### src/rtl/rwh_pkg.sv
// Shared types and codes for the readout word histogrammer.
package rwh_pkg;

  localparam int CHANNELS    = 64;
  localparam int NSETS       = 4;
  localparam int HIT_AW      = 8;
  localparam int MAX_BIN_W   = 16;
  localparam int CFG_IDX_W   = 1;
  localparam int LIMIT_W     = 8;
  localparam int READ_W      = 32;

  localparam logic [LIMIT_W-1:0] ADC_LIMIT_RST = 8'd34;
  localparam logic [LIMIT_W-1:0] TDC_LIMIT_RST = 8'd64;

  typedef enum logic [CFG_IDX_W-1:0] {
    REG_ADC_LIMIT = 1'd0,
    REG_TDC_LIMIT = 1'd1
  } cfg_reg_t;

  typedef enum logic [1:0] {
    OP_FILL      = 2'd0,
    OP_READ_SPEC = 2'd1,
    OP_READ_HIT  = 2'd2
  } op_t;

  typedef enum logic [1:0] {
    SRC_ADC_A = 2'd0,
    SRC_ADC_B = 2'd1,
    SRC_TDC   = 2'd2
  } src_t;

  typedef enum logic [2:0] {
    ST_COUNTED   = 3'd0,
    ST_TOO_LONG  = 3'd1,
    ST_BAD_CHAN  = 3'd2,
    ST_BAD_VALUE = 3'd3,
    ST_IGNORED   = 3'd4,
    ST_READ      = 3'd5
  } status_t;

  typedef enum logic [1:0] {
    SEL_NONE,
    SEL_SPEC,
    SEL_HIT
  } rd_sel_t;

  // decoded request: status, bin addresses, update enables and result selection
  typedef struct packed {
    status_t               status;
    rd_sel_t               sel;
    logic                  hit_inc;
    logic                  spec_inc;
    logic [HIT_AW-1:0]     hit_addr;
    logic [MAX_BIN_W-1:0]  spec_bin;
  } req_t;

endpackage

### src/rtl/rwh_decode.sv
// Request decode: readout word to set, channel, value bin and status; read requests to bin addresses.
module rwh_decode #(
  parameter int SPECTRUM_BINS = 8192
) (
  input  logic [1:0]                   opcode,
  input  logic                         event_kind,
  input  logic [1:0]                   source,
  input  logic [31:0]                  data_word,
  input  logic [7:0]                   block_word_count,
  input  logic [1:0]                   read_set,
  input  logic [5:0]                   read_channel,
  input  logic [12:0]                  read_bin,
  input  logic [rwh_pkg::LIMIT_W-1:0]  adc_limit,
  input  logic [rwh_pkg::LIMIT_W-1:0]  tdc_limit,
  output rwh_pkg::req_t                req
);

  localparam logic [20:0] BINS_V = 21'(SPECTRUM_BINS);

  logic [20:0] tdc_val;

  assign tdc_val = {1'b0, data_word[19:0]};

  always_comb begin
    req          = '0;
    req.status   = rwh_pkg::ST_IGNORED;
    req.sel      = rwh_pkg::SEL_NONE;
    case (opcode)
      rwh_pkg::OP_FILL: begin
        if (source == rwh_pkg::SRC_TDC) begin
          if (block_word_count > tdc_limit) begin
            req.status = rwh_pkg::ST_TOO_LONG;
          end else if (data_word[30]) begin
            req.status = rwh_pkg::ST_BAD_CHAN;
          end else begin
            req.hit_inc  = 1'b1;
            req.hit_addr = {1'b1, event_kind, data_word[29:24]};
            req.spec_bin = data_word[15:0];
            if (tdc_val >= BINS_V) begin
              req.status = rwh_pkg::ST_BAD_VALUE;
            end else begin
              req.spec_inc = 1'b1;
              req.status   = rwh_pkg::ST_COUNTED;
            end
          end
        end else if (source == rwh_pkg::SRC_ADC_A ||
                     (source == rwh_pkg::SRC_ADC_B && event_kind)) begin
          if (block_word_count > adc_limit) begin
            req.status = rwh_pkg::ST_TOO_LONG;
          end else begin
            // 12-bit value is counted without a range check; it fits when SPECTRUM_BINS is at least 4096
            req.hit_inc  = 1'b1;
            req.spec_inc = 1'b1;
            req.hit_addr = {1'b0, event_kind, source == rwh_pkg::SRC_ADC_B,
                            data_word[20:16]};
            req.spec_bin = {4'd0, data_word[11:0]};
            req.status   = rwh_pkg::ST_COUNTED;
          end
        end
      end
      rwh_pkg::OP_READ_SPEC: begin
        req.status   = rwh_pkg::ST_READ;
        req.hit_addr = {read_set, read_channel};
        req.spec_bin = {3'd0, read_bin};
        if ({8'd0, read_bin} < BINS_V) begin
          req.sel = rwh_pkg::SEL_SPEC;
        end
      end
      rwh_pkg::OP_READ_HIT: begin
        req.status   = rwh_pkg::ST_READ;
        req.hit_addr = {read_set, read_channel};
        req.sel      = rwh_pkg::SEL_HIT;
      end
      default: begin
        req.status = rwh_pkg::ST_IGNORED;
      end
    endcase
  end

endmodule

### config.mk
export PLATFORM = sky130hd
export DESIGN_NAME = rwh_decode
export DESIGN_NICKNAME = d
export VERILOG_FILES = /design/src/rtl/rwh_pkg.sv /design/src/rtl/rwh_decode.sv
export SDC_FILE = /design/constraint.sdc
export NUM_CORES = 1
export LEC_CHECK = 0
export BUFFER_PORTS_ARGS = -buffer_cell sky130_fd_sc_hd__buf_2
export CAP_MARGIN = 10
export CORE_MARGIN = 2
export CORE_UTILIZATION = 42
export DETAILED_ROUTE_END_ITERATION = 8
export PLACE_DENSITY = 0.88
export SYNTH_ARGS = -nofsm -noshare
export SYNTH_HDL_FRONTEND = slang
export SYNTH_SLANG_ARGS = --single-unit
export TNS_END_PERCENT = 100
### constraint.sdc
create_clock -name vclk -period 4.25
set_clock_uncertainty 0.15 [all_clocks]
set_input_delay 0.2125 -clock vclk [all_inputs]
set_output_delay 0.2125 -clock vclk [all_outputs]
set_load 0.02 [all_outputs]
=== Word level (Yosys, flattened, before mapping) ===
Cells that the tools add are included.

* Magnitude comparators: 3
* Eq/ne operators: 4
* Multiplexer cells: 17
* Reductions and logical operators: 5

{| class="wikitable"
|+ Operators by type and width
! operator !! count
|-
| 2-to-1 mux 26 bit || 5
|-
| one-hot mux 16 bit (2 select lines) || 1
|-
| >= comparator 20 x 14 -> 1 bit, second input constant || 1
|-
| > comparator 8 bit || 2
|-
| one-hot mux 8 bit (2 select lines) || 1
|-
| 2-to-1 mux 2 bit || 4
|-
| 2-to-1 mux 3 bit || 2
|-
| one-hot mux 3 bit (2 select lines) || 1
|-
| equality test 2 x 1 -> 1 bit, second input constant || 2
|-
| equality test 2 bit, second input constant || 2
|-
| zero test 2 bit || 2
|-
| one-hot mux 2 bit (2 select lines) || 1
|-
| 2-to-1 mux 1 bit || 2
|-
| OR reduction 2 bit || 1
|-
| logical AND 1 bit || 1
|-
| logical OR 1 bit || 1
|}

* Register bits: 0
* Input bits: 82
* Output and inout port bits: 31
* Word-level logic and storage cells: 29

=== Depth between registers and ports, before layout ===
* Depth after elaboration: 6
* Mapped depth: 9
* Mapped depth without buffers: 7

=== Worst setup path after synthesis ===
OpenSTA, ideal clock, no wires.

* Path type: input to output
* From: input adc_limit[5] in the netlist's numbering
* To: output req[25] in the netlist's numbering
* Arrival: 1862 ps
* Data required time: 3888 ps
* Slack: 2026 ps
* Stages: 7
* Path buffers: 0
* Cells stage by stage: inv_1 -> ha_1 -> a211oi_2 -> nor2_1 -> o31ai_2 -> o21ai_0 -> a21boi_0

{| class="wikitable"
|+ RTL lines
! item !! RTL line !! RTL
|-
| from (decl) || rwh_decode.sv:13 || <nowiki>input logic [rwh_pkg::LIMIT_W-1:0] adc_limit,</nowiki>
|-
| to (decl) || rwh_decode.sv:15 || <nowiki>output rwh_pkg::req_t req</nowiki>
|}

==> impl_metrics.tcl <==
set metrics [dict create \
    p_leak_uw 0.000953 \
    maxCapViolations 0 \
    final_cell_area_sq_um 1730 \
    num_antenna_cells 0 \
    gp_congestion 0.792 \
    synth.largest_area_cell "ha_1" \
    critPathMaxFanout 16 \
    start_kind "input pin" \
    worstSetupPathType "in -> out" \
    run_status "finished, final reports clean" \
    grt_max_degree 32 \
    yosys_warnings 0 \
    vdd_drop_max_mv 0.0886 \
    grt_pass1_vias 1562 \
    synth_common_cells "nand2_1, inv_1, o211ai_1, ha_1, o2111ai_1" \
    cts_resized 0 \
    seq_area_sq_um 0 \
    hold_class "in -> out" \
    critPathMaxStageDelay_ps 920 \
    final_core_util 0.634 \
    path_cells "buf_2 -> ha_1 -> a211oi_2 -> nor2_1 -> o31ai_2 -> o21ai_2 -> o211ai_1 -> buf_2" \
    arrival_ps 2530 \
    place.port_buffers 109 \
    rsz0062_at_grt "false" \
    wirelength_mm 3.79 \
    cp.required_ps 3890 \
    antenna_found_initial 0 \
    slew_viol_final 0 \
    syn_to_final_growth_pct 45.8 \
    synthCells 182 \
    grt_usage 0.223 \
    start_util 0.435 \
    wl_per_cell_microns 12.1 \
    seq_cells 0 \
    cpMostUsedCell "buf_2" \
    fin_setup_tns_ps 0 \
    core_region_area_sq_um 2730 \
    fmax_mhz 346 \
    cellPowerDensity_nw_per_um2 107 \
    drc 0 \
    synth.most_common_cell "nand2_1" \
    place_hpwl_mm 3.15 \
    drt_iter0_markers 67 \
    ant_nets 0 \
    grt_first_pass_wirelength_mm 6.23 \
    crit_path_end_kind "output port" \
    finalPower_uw 186 \
    tightestPinTransition_ps 1160 \
    seq_area_frac_synth 0 \
    syn_area_per_cell_sq_um 6.53 \
    firstDrtPassIters 5 \
    syn_area_sq_um 1190 \
    num_rows 19 \
    fillers 269 \
    synthTopCellsByArea "ha_1, o211ai_1, nand2_1" \
    final_nets 386 \
    viasPerCell 5.46 \
    placed_cell_area_sq_um 1730 \
    die_h_microns 57.2 \
    worst_path_max_delay_cell "o31ai_2" \
    dr_total_vias 1709 \
    ys_types 34 \
    period_needed_ps 2890 \
    nClkBuffers 0 \
    overflow 0 \
    drive_above_1_share 0.422 \
    io_pins 113 \
    timing.final.crit_share 0.681 \
    dieArea_sq_um 3270 \
    max-slew-margin-rel 0.224 \
    post_cts_buffers 0 \
    syn-num-nets 284 \
    finalHoldViolCount 0 \
    synth_top_cell_area_share 0.211 \
    setup_viol 0 \
    die_w_microns 57.2 \
    hold_buffers 0 \
]
==> power by group <==
group	switching, uW	leakage, uW	internal [uW]
Clock	0	0	0
Sequential	0	0	0
Combinational	110	0.000953	76.1
==> per-layer routing <==
layer,up-vias,part of all wire,GRT usage
li1,876,-,-
met1,763,0.41,0.271
met2,70,0.52,0.438
met3,0,0.070,0.0227
met4,0,0,0.00997
met5,-,0,0
==> through the flow <==
| step | worst slack (ps) | instances | hold slack, ps |
|---|---|---|---|
| global route | 1210 | 313 | 605 |
| detailed placement | 1400 | 313 | 590 |
| global placement | 1420 | 313 | 586 |
| floorplan | 2030 | 182 | 441 |
| finish | 1360 | 313 | 584 |
| CTS | 1380 | 313 | 589 |
==> layout by cell type (no fill, tap or decap), types with 2 or more instances in the layout <==
cell type / synthesis / layout
buf_2: 7 / 109
nand2_1: 36 / 36
inv_1: 25 / 25
o211ai_1: 22 / 22
ha_1: 20 / 20
o2111ai_1: 12 / 12
nand4_1: 10 / 10
o21ai_0: 6 / 6
nor2_1: 6 / 6
a21oi_1: 5 / 5
and3_1: 4 / 4
nor2b_1: 3 / 3
buf_4: 2 / 3
nand3_1: 2 / 2
nor3_1: 2 / 2
a21boi_0: 2 / 2
==> kinds of logic (layout without fill, tap and decap cells) <==
| logic type | Yosys count | in the layout | share of synthesized area |
|---|---|---|---|
| simple gates | 70 | 70 | 0.298 |
| compound gates | 55 | 55 | 0.355 |
| buf+inv | 37 | 137 | 0.137 |
| fa+ha+maj | 20 | 20 | 0.211 |
==> final cells by class <==
class              count  area, sq um  area share
inverters             25         93.8      0.0542
multi-input cells    145         1030       0.596
well taps             31         38.8      0.0224
repair buffers       112          568       0.328
==> worst paths after layout <==
path	start	to	cells past startpoint
worst max-delay path	block_word_count[5]	req[17]	8
worst min-delay path	read_set[1]	req[23]	4
==> worst max-delay path, delay by kind of cell <==
kind	cells	cell delay, ps
AO/OA/AOI/OAI	4	1580
AND/OR/NAND/NOR	1	100
buffers and inverters	2	310
adder cells (fa/ha/maj)	1	310
Power figures use the tool's default switching activity.
